==> config.mk <==
export PLATFORM = sky130hd
export DESIGN_NAME = delimiter_stream_splitter_top
export DESIGN_NICKNAME = d
export VERILOG_FILES = /design/src/rtl/core/dss_pkg.sv /design/src/rtl/core/dss_cell.sv /design/src/rtl/core/delimiter_stream_splitter_top.sv
export SDC_FILE = /design/constraint.sdc
export NUM_CORES = 1
export LEC_CHECK = 0
export ABC_AREA = 1
export BUFFER_PORTS_ARGS = -buffer_cell sky130_fd_sc_hd__buf_2
export CORE_ASPECT_RATIO = 0.6
export CORE_MARGIN = 3
export CORE_UTILIZATION = 55
export DETAILED_ROUTE_END_ITERATION = 8
export GPL_ROUTABILITY_DRIVEN = 0
export GPL_TIMING_DRIVEN = 0
export PLACE_DENSITY = 0.8
export SLEW_MARGIN = 5
export SYNTH_ARGS = -nofsm -noshare
export SYNTH_HDL_FRONTEND = slang
export SYNTH_SLANG_ARGS = --single-unit
==> constraint.sdc <==
create_clock -name clock -period 10.6 [get_ports clock]
set_input_delay 1.06 -clock clock [delete_from_list [all_inputs] [get_ports clock]]
set_output_delay 1.06 -clock clock [all_outputs]
set_load 0.01 [all_outputs]
==> src/rtl/core/dss_pkg.sv <==
`default_nettype none

package dss_pkg;

   localparam int MAX_DELIM_LEN_DEF = 8;
   localparam int BYTE_W            = 8;
   localparam int DELIM_W           = 64;
   localparam int LEN_W             = 4;
   localparam int CSR_IDX_W         = 1;

   localparam logic [CSR_IDX_W-1:0] CSR_DELIM_BYTES  = 1'b0;
   localparam logic [CSR_IDX_W-1:0] CSR_DELIM_LENGTH = 1'b1;

   typedef enum logic [1:0] {
      KIND_DATA      = 2'd0,
      KIND_PIECE_END = 2'd1,
      KIND_INPUT_END = 2'd2
   } dss_kind_type;

   typedef enum logic [1:0] {
      ST_RUN,
      ST_FLUSH,
      ST_CLOSE,
      ST_DONE
   } dss_state_type;

   typedef struct packed {
      logic en;
      logic shift;
   } dss_cell_ctl_type;

endpackage

`default_nettype wire

==> src/rtl/core/dss_cell.sv <==
`default_nettype none

module dss_cell (
   input  wire                             clock,
   input  wire dss_pkg::dss_cell_ctl_type  ctl,
   input  wire                             wr,
   input  wire [dss_pkg::BYTE_W-1:0]       data_in,
   input  wire [dss_pkg::BYTE_W-1:0]       right_after,
   input  wire [dss_pkg::BYTE_W-1:0]       delim,
   input  wire                             in_use,
   output logic [dss_pkg::BYTE_W-1:0]      after,
   output logic                            match_ok
);

   logic [dss_pkg::BYTE_W-1:0] byte_ff;
   logic [dss_pkg::BYTE_W-1:0] byte_in;

   always_comb begin
      after    = wr ? data_in : byte_ff;
      match_ok = !in_use || (after == delim);
      byte_in  = ctl.shift ? right_after : after;
   end

   always_ff @(posedge clock) begin
      if (ctl.en) begin
         byte_ff <= byte_in;
      end
   end

endmodule

`default_nettype wire

==> src/rtl/core/delimiter_stream_splitter_top.sv <==
`default_nettype none

// Channel  Dir  Handshake                  Payload
// req      in   req_tvalid / req_tready    tdata: data_byte, tlast: final_byte
// rsp      out  rsp_tvalid / rsp_tready    tdata: piece_byte, tuser: item_kind,
//                                          tlast: last_of_run
// csr      in   csr_valid / csr_ready      csr_index, csr_data
//
// One byte per cycle while rsp is not stalled; a byte completing the window has
// its result registered as the next byte is taken. The final byte leaves the cell
// row shifting out one byte per cycle unless rsp stalls, then end of piece (if
// open) and end of input follow; input shorter than the delimiter gives end of
// input only. Synchronous reset clears fill, flags, state, delimiter and length,
// not window bytes. A stalled rsp holds the output register and blocks req.

module delimiter_stream_splitter_top #(
   parameter int MAX_DELIM_LEN = dss_pkg::MAX_DELIM_LEN_DEF
) (
   input  wire                                clock,
   input  wire                                reset,
   input  wire                                req_tvalid,
   output logic                               req_tready,
   input  wire  [7:0]                         req_tdata,   // [7:0] data_byte
   input  wire                                req_tlast,
   output logic                               rsp_tvalid,
   input  wire                                rsp_tready,
   output logic [7:0]                         rsp_tdata,   // [7:0] piece_byte
   output logic [1:0]                         rsp_tuser,   // [1:0] item_kind
   output logic                               rsp_tlast,
   input  wire                                csr_valid,
   output logic                               csr_ready,
   input  wire  [dss_pkg::CSR_IDX_W-1:0]      csr_index,
   input  wire  [dss_pkg::DELIM_W-1:0]        csr_data
);

   localparam int FILL_W = $clog2(MAX_DELIM_LEN + 1);
   localparam int BW     = dss_pkg::BYTE_W;

   logic [dss_pkg::DELIM_W-1:0] delim_ff, delim_in;
   logic [dss_pkg::LEN_W-1:0]   len_raw_ff, len_raw_in;
   logic [FILL_W-1:0]           fill_ff, fill_in;
   logic [FILL_W-1:0]           seen_ff, seen_in;
   logic                        open_ff, open_in;
   dss_pkg::dss_state_type      state_ff, state_in;
   logic                        rsp_valid_ff, rsp_valid_in;
   dss_pkg::dss_kind_type       rsp_kind_ff;
   logic [BW-1:0]               rsp_byte_ff;
   logic                        rsp_last_ff;

   logic [FILL_W-1:0]           len_eff;
   logic                        load_ok;
   logic                        req_accept;
   logic                        csr_accept;
   logic                        len_write;
   logic [FILL_W-1:0]           wpos;
   logic                        full;
   logic                        match;
   logic [MAX_DELIM_LEN-1:0]    match_vec;
   logic [BW-1:0]               after [MAX_DELIM_LEN];
   logic [BW-1:0]               right [MAX_DELIM_LEN];
   logic [MAX_DELIM_LEN-1:0]    wr_vec;
   logic [MAX_DELIM_LEN-1:0]    use_vec;
   dss_pkg::dss_cell_ctl_type   cell_ctl;

   logic                        step_emit;
   dss_pkg::dss_kind_type       step_kind;
   logic [BW-1:0]               step_byte;
   logic [FILL_W-1:0]           step_fill;
   logic                        step_open;
   logic                        step_shift;
   logic [FILL_W-1:0]           seen_next;
   logic                        seen_ok;

   logic                        emit;
   dss_pkg::dss_kind_type       emit_kind;
   logic [BW-1:0]               emit_byte;
   logic                        emit_last;

   assign csr_ready  = 1'b1;
   assign csr_accept = csr_valid && csr_ready;
   assign len_write  = csr_accept && (csr_index == dss_pkg::CSR_DELIM_LENGTH);
   assign load_ok    = !rsp_valid_ff || rsp_tready;
   assign req_tready = (state_ff == dss_pkg::ST_RUN) && load_ok;
   assign req_accept = req_tvalid && req_tready;

   assign rsp_tvalid = rsp_valid_ff;
   assign rsp_tdata  = rsp_byte_ff;
   assign rsp_tuser  = rsp_kind_ff;
   assign rsp_tlast  = rsp_last_ff;

   always_comb begin
      if (len_raw_ff == '0) begin
         len_eff = FILL_W'(1);
      end else if (len_raw_ff > dss_pkg::LEN_W'(MAX_DELIM_LEN)) begin
         len_eff = FILL_W'(MAX_DELIM_LEN);
      end else begin
         len_eff = FILL_W'(len_raw_ff);
      end
   end

   always_comb begin
      delim_in   = delim_ff;
      len_raw_in = len_raw_ff;
      if (csr_accept && (csr_index == dss_pkg::CSR_DELIM_BYTES)) begin
         delim_in = csr_data;
      end
      if (len_write) begin
         len_raw_in = csr_data[dss_pkg::LEN_W-1:0];
      end
   end

   assign wpos = (fill_ff >= len_eff) ? '0 : fill_ff;
   assign full = ((wpos + FILL_W'(1)) == len_eff);

   genvar k;
   generate
      for (k = 0; k < MAX_DELIM_LEN; k++) begin : g_cell
         assign wr_vec[k]  = req_accept && (wpos == FILL_W'(k));
         assign use_vec[k] = FILL_W'(k) < len_eff;
         if (k == MAX_DELIM_LEN - 1) begin : g_end
            assign right[k] = '0;
         end else begin : g_mid
            assign right[k] = after[k+1];
         end
         dss_cell u_cell (
            .clock       (clock),
            .ctl         (cell_ctl),
            .wr          (wr_vec[k]),
            .data_in     (req_tdata),
            .right_after (right[k]),
            .delim       (delim_ff[BW*k +: BW]),
            .in_use      (use_vec[k]),
            .after       (after[k]),
            .match_ok    (match_vec[k])
         );
      end
   endgenerate

   assign match = &match_vec;

   always_comb begin
      step_emit  = 1'b0;
      step_kind  = dss_pkg::KIND_DATA;
      step_byte  = after[0];
      step_fill  = wpos + FILL_W'(1);
      step_open  = open_ff;
      step_shift = 1'b0;
      if (full) begin
         if (match) begin
            step_emit = open_ff;
            step_kind = dss_pkg::KIND_PIECE_END;
            step_byte = '0;
            step_fill = '0;
            step_open = 1'b0;
         end else begin
            step_emit  = 1'b1;
            step_open  = 1'b1;
            step_fill  = len_eff - FILL_W'(1);
            step_shift = 1'b1;
         end
      end
   end

   assign seen_next = (seen_ff < len_eff) ? seen_ff + FILL_W'(1) : seen_ff;
   assign seen_ok   = (seen_next >= len_eff);

   always_comb begin
      state_in = state_ff;
      unique case (state_ff)
         dss_pkg::ST_RUN: begin
            if (req_accept && req_tlast) begin
               if (!seen_ok) begin
                  state_in = dss_pkg::ST_DONE;
               end else if (step_fill != '0) begin
                  state_in = dss_pkg::ST_FLUSH;
               end else if (step_open) begin
                  state_in = dss_pkg::ST_CLOSE;
               end else begin
                  state_in = dss_pkg::ST_DONE;
               end
            end
         end
         dss_pkg::ST_FLUSH: begin
            if (load_ok && (fill_ff == FILL_W'(1))) begin
               state_in = dss_pkg::ST_CLOSE;
            end
         end
         dss_pkg::ST_CLOSE: begin
            if (load_ok) begin
               state_in = dss_pkg::ST_DONE;
            end
         end
         dss_pkg::ST_DONE: begin
            if (load_ok) begin
               state_in = dss_pkg::ST_RUN;
            end
         end
         default: state_in = dss_pkg::ST_RUN;
      endcase
   end

   always_comb begin
      emit         = 1'b0;
      emit_kind    = dss_pkg::KIND_DATA;
      emit_byte    = '0;
      emit_last    = 1'b0;
      cell_ctl.en    = 1'b0;
      cell_ctl.shift = 1'b0;
      unique case (state_ff)
         dss_pkg::ST_RUN: begin
            emit           = req_accept && step_emit;
            emit_kind      = step_kind;
            emit_byte      = step_byte;
            emit_last      = !req_tlast;
            cell_ctl.en    = req_accept;
            cell_ctl.shift = step_shift;
         end
         dss_pkg::ST_FLUSH: begin
            emit           = load_ok;
            emit_kind      = dss_pkg::KIND_DATA;
            emit_byte      = after[0];
            cell_ctl.en    = load_ok;
            cell_ctl.shift = 1'b1;
         end
         dss_pkg::ST_CLOSE: begin
            emit      = load_ok;
            emit_kind = dss_pkg::KIND_PIECE_END;
         end
         dss_pkg::ST_DONE: begin
            emit      = load_ok;
            emit_kind = dss_pkg::KIND_INPUT_END;
            emit_last = 1'b1;
         end
         default: emit = 1'b0;
      endcase
   end

   assign rsp_valid_in = load_ok ? emit : rsp_valid_ff;

   always_comb begin
      fill_in = fill_ff;
      open_in = open_ff;
      seen_in = seen_ff;
      priority if (len_write) begin
         fill_in = '0;
         open_in = 1'b0;
         seen_in = '0;
      end else if (req_accept) begin
         if (req_tlast) begin
            fill_in = seen_ok ? step_fill : '0;
            open_in = 1'b0;
            seen_in = '0;
         end else begin
            fill_in = step_fill;
            open_in = step_open;
            seen_in = seen_next;
         end
      end else if ((state_ff == dss_pkg::ST_FLUSH) && load_ok) begin
         fill_in = fill_ff - FILL_W'(1);
      end else begin
         fill_in = fill_ff;
      end
   end

   always_ff @(posedge clock) begin
      if (reset) begin
         delim_ff     <= '0;
         len_raw_ff   <= dss_pkg::LEN_W'(1);
         fill_ff      <= '0;
         open_ff      <= 1'b0;
         seen_ff      <= '0;
         state_ff     <= dss_pkg::ST_RUN;
         rsp_valid_ff <= 1'b0;
      end else begin
         delim_ff     <= delim_in;
         len_raw_ff   <= len_raw_in;
         fill_ff      <= fill_in;
         open_ff      <= open_in;
         seen_ff      <= seen_in;
         state_ff     <= state_in;
         rsp_valid_ff <= rsp_valid_in;
      end
   end

   always_ff @(posedge clock) begin
      if (load_ok && emit) begin
         rsp_kind_ff <= emit_kind;
         rsp_byte_ff <= emit_byte;
         rsp_last_ff <= emit_last;
      end
   end

   a_fill_below_len: assert property (@(posedge clock) disable iff (reset)
      (state_ff == dss_pkg::ST_RUN) |-> (fill_ff < len_eff))
      else $error("window fill reached delimiter length");

   a_flush_nonempty: assert property (@(posedge clock) disable iff (reset)
      (state_ff == dss_pkg::ST_FLUSH) |-> (fill_ff != '0))
      else $error("flush entered with empty window");

   a_final_stops_intake: assert property (@(posedge clock) disable iff (reset)
      (req_tvalid && req_tready && req_tlast) |=> !req_tready)
      else $error("request taken right after final byte");

   a_input_end_last: assert property (@(posedge clock) disable iff (reset)
      (rsp_valid_ff && (rsp_kind_ff == dss_pkg::KIND_INPUT_END)) |-> rsp_last_ff)
      else $error("end of input not marked last");

endmodule

`default_nettype wire

======== Word-level counts from Yosys, hierarchy flattened ========
Index checks and enable logic that the tools add are counted.
storage, ports and cells
  register bits after elaboration ......... 155
  output and inout bits ................... 14
operators by class
  add/subtract/negate cells ............... 4
  $lt $le $gt $ge ......................... 12
  equality and inequality tests ........... 24
  mux-type cells .......................... 49
  bitwise gates (word level) .............. 1
  reduce and logical (&&, ||, !) cells .... 45
operators by type and width
  kind                                                       number
  2-to-1 mux 8 bit                                           17
  equality test 8 bit                                        8
  2-to-1 mux 4 bit                                           11
  logical AND 1 bit                                          17
  equality test 4 x 3 -> 1 bit, second input constant        4
  less-than comparator 3 x 4 -> 1 bit, first input constant  4
  case mux 2 bit (4 select lines)                            2
  case mux 8 bit (2 select lines)                            1
  2-to-1 mux 2 bit                                           6
  logical NOT 1 bit                                          10
  logical OR 1 bit                                           9
  2-to-1 mux 1 bit                                           9
  adder 4 x 1 -> 4 bit, second input constant                2
  equality test 4 x 1 -> 1 bit, second input constant        2
  equality test 4 x 2 -> 1 bit, second input constant        2
  greater-or-equal comparator 4 bit                          2
  logical NOT 4 bit                                          2
  less-than comparator 1 x 4 -> 1 bit, first input constant  2
  less-than comparator 2 x 4 -> 1 bit, first input constant  2
  AND reduction 8 bit                                        1
  subtractor 4 x 1 -> 4 bit, second input constant           2
  != test 2 bit, second input constant                       3
  equality test 2 bit, second input constant                 2
  equality test 4 bit                                        1
  13 further kinds                                           14

======== Logic depth before layout (Yosys ltp) ========
  depth in word-level cells ............... 18
  depth in mapped cells ................... 34
  gate-level depth less buffers ........... 34

======== Modules after synthesis ========
From an unflattened synthesis, not the netlist that was laid out.
second synthesis, totals
  cell total of the unflattened synthesis .. 1319
  area total of the unflattened synthesis .. 9624.2 µm²
modules (own cells, without submodules)
  module                         times used  cells an instance  area each (µm²)  sequential area each (µm²)
  dss_cell                       8           92                 660.6            240.2
  delimiter_stream_splitter_top  1           583                4339.2           1931.9

======== Worst setup path before layout ========
OpenSTA, ideal clock, no wires.
  path type ............................... register to register
  start ................................... register len_raw_ff[2] (netlist bit)
  end ..................................... register rsp_byte_ff[0] (netlist: rsp_tdata[0]) (enable)
  library setup time ...................... 0.384 ns
  arrival time ............................ 3.620 ns
  setup slack ............................. 6.596 ns
  stages on the path, launching flop included .. 27
  path buffers ............................ 1
  period minus slack after synthesis ...... 4.004 ns
  cells stage by stage .................... dfxtp_1 -> inv_1 -> nand3_1 -> a21oi_1 -> inv_1 -> ha_1 -> nand2_1 -> inv_1 -> nand2_1 -> nand3_1 -> nor2_1 -> ha_1 -> clkbuf_1 -> nand4_1 -> nand2_1 -> nand2_1 -> nand2_1 -> inv_1 -> nand2_1 -> nor2_1 -> nand2_1 -> nand2_1 -> nand2_1 -> nor2_1 -> nand2_2 -> o21ai_0 -> a21oi_1
between the ends
  longest elaborated chain between the ends .. 16
  elaborated cells on any way between the ends .. 70
ends and longest elaborated chain
  element                                               line                                  source
  start, declared                                       delimiter_stream_splitter_top.sv:40   logic [dss_pkg::LEN_W-1:0] len_raw_ff, len_raw_in;
  start signal, assigned                                delimiter_stream_splitter_top.sv:268  len_raw_ff <= dss_pkg::LEN_W'(1);
  start signal, assigned                                delimiter_stream_splitter_top.sv:276  len_raw_ff <= len_raw_in;
  greater-than comparator 4 bit                         delimiter_stream_splitter_top.sv:94   end else if (len_raw_ff > dss_pkg::LEN_W'(MAX_DELIM_LEN)) begin
  2-to-1 mux 4 bit                                      delimiter_stream_splitter_top.sv:94
  2-to-1 mux 4 bit (*)                                  delimiter_stream_splitter_top.sv:92   if (len_raw_ff == '0) begin
  greater-or-equal comparator 4 bit                     delimiter_stream_splitter_top.sv:112  assign wpos = (fill_ff >= len_eff) ? '0 : fill_ff;
  2-to-1 mux 4 bit                                      delimiter_stream_splitter_top.sv:112
  equality test 4 x 1 -> 1 bit (tied with other cells)  delimiter_stream_splitter_top.sv:118  assign wr_vec[k] = req_accept && (wpos == FILL_W'(k));
  logical AND 1 bit                                     delimiter_stream_splitter_top.sv:118
  2-to-1 mux 8 bit                                      dss_cell.sv:19                        after = wr ? data_in : byte_ff;
  equality test 8 bit                                   dss_cell.sv:20                        match_ok = !in_use || (after == delim);
  logical OR 1 bit                                      dss_cell.sv:20
  AND reduction 8 bit                                   delimiter_stream_splitter_top.sv:139  assign match = &match_vec;
  2-to-1 mux 1 bit                                      delimiter_stream_splitter_top.sv:149  if (match) begin
  2-to-1 mux 1 bit (*)                                  delimiter_stream_splitter_top.sv:148  if (full) begin
  logical AND 1 bit (*)                                 delimiter_stream_splitter_top.sv:211  emit = req_accept && step_emit;
  case mux 1 bit (2 select lines) (*)                   delimiter_stream_splitter_top.sv:209  unique case (state_ff)
  logical AND 1 bit (*)                                 delimiter_stream_splitter_top.sv:286  if (load_ok && emit) begin
  end signal, assigned                                  delimiter_stream_splitter_top.sv:288  rsp_byte_ff <= emit_byte;
  end, declared                                         delimiter_stream_splitter_top.sv:47   logic [BW-1:0] rsp_byte_ff;
Mark *: on every way between the ends. The rest lies on a longest branch, timed or not.
A chain may end at the register's enable or synchronous reset.

======== Worst setup path after layout ========
  start ................................... register len_raw_ff[3] (netlist bit)
  end ..................................... register rsp_byte_ff[7] (netlist: rsp_tdata[7]) (data pin)
between the ends
  longest elaborated chain between the ends .. 14
  elaborated cells on any way between the ends .. 68
ends and longest elaborated chain
  element                                               line                                  source
  greater-than comparator 4 bit                         delimiter_stream_splitter_top.sv:94
  2-to-1 mux 4 bit                                      delimiter_stream_splitter_top.sv:94
  2-to-1 mux 4 bit (*)                                  delimiter_stream_splitter_top.sv:92
  greater-or-equal comparator 4 bit                     delimiter_stream_splitter_top.sv:112
  2-to-1 mux 4 bit                                      delimiter_stream_splitter_top.sv:112
  equality test 4 x 1 -> 1 bit (tied with other cells)  delimiter_stream_splitter_top.sv:118
  logical AND 1 bit                                     delimiter_stream_splitter_top.sv:118
  2-to-1 mux 8 bit                                      dss_cell.sv:19
  equality test 8 bit                                   dss_cell.sv:20
  logical OR 1 bit                                      dss_cell.sv:20
  AND reduction 8 bit                                   delimiter_stream_splitter_top.sv:139
  2-to-1 mux 8 bit                                      delimiter_stream_splitter_top.sv:149
  2-to-1 mux 8 bit                                      delimiter_stream_splitter_top.sv:148
  case mux 8 bit (2 select lines) (*)                   delimiter_stream_splitter_top.sv:209
  named net emit_byte[7]                                delimiter_stream_splitter_top.sv:76   logic [BW-1:0] emit_byte;
The timed path passes the listed nets; every way through them passes the cells marked *.

==> results.cfg <==
[worst_setup_path]
rrSetupSlack_ns = 5.30
endpoint_kind = flop
crit-reg2reg-launch = len_raw_ff[3]$_SDFFE_PP0P_
crit_top_cell = sky130_fd_sc_hd__nand2_1
critical_path_maximum_fanout = 9
worstSetupStartpointType = flop
worst_setup_path_class = flop to flop
worstPathRequired_ns = 10.74
timing.critical_path.arrival_ns = 5.44
r2r_cells = 25
endpoint_of_the_worst_slack_reg_to_reg_timing_path = rsp_tdata[7]$_DFFE_PP_
critical_path.max_stage_delay_ns = 0.63
worst_path_max_delay_cell = sky130_fd_sc_hd__a21oi_1

[synthesis]
async_sr_flop_fraction = 0
synthesis.yosys.warnings = 0
synth_fp_nets = 1385
syn-cell-area_um2 = 9050
synth_edf_count = 75
synth-seq-cells = 155
syn_avg_cell_area_um2 = 7.06
synth_seq_area_share = 0.426
synthFlopType = sky130_fd_sc_hd__dfxtp_1
yosysUniqueCellTypes = 33
synth_cells = 1282

[clocking]
cts-resized-gates = 0
clockBufferDepth = 2
post-cts-setup-buffer-count = 0
clock_tree.root_cell = sky130_fd_sc_hd__clkbuf_16
cts_num_sinks = 155
cts.hold.buffers_added = 0
htree_num_levels = 4
tritoncts = done
clock_insertion_delay_worst_skew_ns = 0.43
cts.reportedPaths.clkPinSlew_ns = 0.06
cts-buffers-inserted = 17

[floorplan]
fp-row-count = 35
core_area_um2 = 15700
fp.dieH_um = 105
io_pins = 93
starting_density = 0.576
fp.dieArea_um2 = 18100
horizontal_die_dimension_um = 172

[place]
detailed_placement_hpwl_um = 21000
post-place-ws_ns = 5.46
placement.io_buffers = 89
placed_cell_area_um2 = 9790

[pwr]
total_leakage_power_nw = 4.90
p_switching_w = 0.00141
internal-power_w = 0.00177
clkPwrFrac = 0.191
vdd_ir_max_v = 0.000166
pwr-share-seq = 0.323
part_of_the_total_power_dissipated_in_combinational_logic = 0.487
pwr_density_cell_nw_per_um2 = 307
power_switching_share = 0.443

[detailed_routing]
routed-via-count = 9373
drtAntennaViolNets = 0
detail_route.wirelength_um = 28400
drt_iter0_markers = 1386
routed_wire_length_per_instance_um = 17.6
detail_route.first_pass.iterations = 6
detail_route.vias_per_cell = 5.83
detail_route.drc_violations = 0

[worst_hold_path]
worstHoldPathType = flop to flop
min_delay_worst_endpoint = delim_ff[29]$_SDFFE_PP0P_
number_of_cells_on_the_worst_hold_path = 2
hp-start = delim_ff[29]$_SDFFE_PP0P_

[grt]
grt_max_degree = 64
grt.overflow.total = 0
grt_pass1_vias = 8304
number_of_antenna_violations_at_the_first_check_in_global_routing = 0
grt_first_pass_wirelength_um = 43700
grt_util_all_layers = 0.309

[cells_and_area]
postLayoutCellArea_um2 = 10400
n_antenna_cell = 0
layout-drive-gt1-share = 0.111
area_growth_syn_to_layout_pct = 14.5
design.final.nets = 1494

[sta]
post_layout_minimum_cycle_time_ns = 5.30
final.setup.tns_ns = 0
max-slew-margin-rel = 0.191
maxClockFrequency_mhz = 189
finalHoldViolations = 0
timing.final.max_slew_violations = 0
clock_skew_ns = 0.0176
rsz_0062_raised_after_global_routing = false
final.period_utilization = 0.500
setup_violators_final = 0
tightest_slew_ns = 1.21
setup_slack_ns = 5.30

[job]
maxCapViolations = 0

[status]
status = finished clean
[state kept, by name (all words and copies together), names as in the netlist]
signal and cells:
delim_ff 64, fill_ff 4, g_cell.u_cell.byte_ff 64, len_raw_ff 4, open_ff 1, rsp_tdata 8
rsp_tlast 1, rsp_tuser 2, rsp_tvalid 1, seen_ff 4, state_ff 2
[cell usage in the layout (no fill, tap or decap), types with 2 or more instances in the layout]
master	count
sky130_fd_sc_hd__o211ai_1	3
sky130_fd_sc_hd__nor2_1	157
sky130_fd_sc_hd__clkinv_4	2
sky130_fd_sc_hd__buf_2	98
sky130_fd_sc_hd__buf_6	4
sky130_fd_sc_hd__nor2_4	2
sky130_fd_sc_hd__inv_1	126
sky130_fd_sc_hd__a21oi_2	2
sky130_fd_sc_hd__a21oi_1	55
sky130_fd_sc_hd__nand3b_1	33
sky130_fd_sc_hd__nand2_1	396
sky130_fd_sc_hd__clkbuf_16	17
sky130_fd_sc_hd__or2_2	3
sky130_fd_sc_hd__xnor2_1	2
sky130_fd_sc_hd__o21ai_0	106
sky130_fd_sc_hd__o21ai_1	7
sky130_fd_sc_hd__edfxtp_1	75
sky130_fd_sc_hd__nand4_1	6
sky130_fd_sc_hd__buf_4	5
sky130_fd_sc_hd__nand2_4	2
sky130_fd_sc_hd__xor2_1	6
sky130_fd_sc_hd__clkbuf_1	27
sky130_fd_sc_hd__nand2_2	4
sky130_fd_sc_hd__inv_6	5
sky130_fd_sc_hd__dfxtp_1	80
sky130_fd_sc_hd__nand3_1	110
sky130_fd_sc_hd__clkinvlp_4	3
sky130_fd_sc_hd__a31oi_1	31
sky130_fd_sc_hd__ha_1	24
[area by class of cell]
type,instances,area (um^2)
fill,1372,5360
inverter,127,477
sequential,155,3850
multi-input combinational,955,4500
tap,203,254
timing repair buffer,90,473
buffer,45,229
clock inverter,13,130
clock buffer,19,443
[through the flow]
| stage | std cells | utilization | hold slack, ns | total power (W) |
|---|---|---|---|---|
| after floorplan | 1282 | - | 0.444 | 0.00209 |
| final | 1607 | 0.659 | 0.471 | 0.00318 |
| after detailed placement | 1575 | 0.622 | 0.465 | 0.00251 |
| after global placement | 1574 | 0.620 | 0.455 | 0.00245 |
| after CTS | 1607 | 0.659 | 0.470 | 0.00312 |
| after global routing | 1607 | 0.659 | 0.482 | 0.00337 |
[power by group through the flow]
stage	registers, W	clock network (W)	logic [W]
after CTS	0.00102	0.000607	0.00149
after floorplan	0.00104	0	0.00105
after global placement	0.00104	0	0.00141
after global routing	0.00104	0.000631	0.00170
after detailed placement	0.00103	0	0.00147
final	0.00102	0.000606	0.00155
[kinds of logic after synthesis]
logic type | after synthesis | share of synthesized area
buffers and inverters | 172 | 0.0780
and+or+nand+nor | 716 | 0.334
muxes | 1 | 0.00124
other | 1 | 0.000414
xor gates and xnor gates | 8 | 0.00774
adders and majority gates | 24 | 0.0332
AOI/OAI and AO/OA | 205 | 0.119
DFF | 155 | 0.426
[Yosys cell counts (7+ instances only)]
cell	number	area share
sky130_fd_sc_hd__buf_2	9	0.0050
sky130_fd_sc_hd__dfxtp_1	80	0.18
sky130_fd_sc_hd__edfxtp_1	75	0.25
sky130_fd_sc_hd__o21ai_0	106	0.059
sky130_fd_sc_hd__nand3b_1	33	0.027
sky130_fd_sc_hd__a31oi_1	31	0.021
sky130_fd_sc_hd__clkbuf_1	26	0.011
sky130_fd_sc_hd__nand3_1	110	0.061
sky130_fd_sc_hd__inv_1	126	0.052
sky130_fd_sc_hd__a21oi_1	56	0.031
sky130_fd_sc_hd__nand2_1	397	0.16
sky130_fd_sc_hd__nor2_1	157	0.065
sky130_fd_sc_hd__o21ai_1	7	0.0039
sky130_fd_sc_hd__ha_1	24	0.033
[critical path, delay by kind of cell, from the launching register on]
family	cells	cell delay (ns)
DFF	1	0.36
AOI/OAI and AO/OA	1	0.63
buffers and inverters	4	0.95
and+or+nand+nor	18	2.46
adders and majority gates	2	0.62
[worst max path at each step]
stage                                from                 endpoint
5_1_grt        len_raw_ff[2]$_SDFFE_PP0P_   rsp_tdata[1]$_DFFE_PP_
4_1_cts        len_raw_ff[3]$_SDFFE_PP0P_   rsp_tuser[1]$_DFFE_PP_
3_3_place_gp                   rsp_tready  fill_ff[3]$_SDFFE_PP0P_
3_5_place_dp   len_raw_ff[3]$_SDFFE_PP0P_   rsp_tdata[5]$_DFFE_PP_
2_1_floorplan  len_raw_ff[2]$_SDFFE_PP0P_   rsp_tdata[0]$_DFFE_PP_
6_report       len_raw_ff[3]$_SDFFE_PP0P_   rsp_tdata[7]$_DFFE_PP_
[metal layers]
metal,GRT usage,vias up,wire [um]
met5,0,-,0
met2,0.420,654,11100
met1,0.469,4196,12400
met4,0.101,0,779
met3,0.0847,82,4110
li1,-,4441,-
Note: power is estimated with default switching activity, not from simulation.
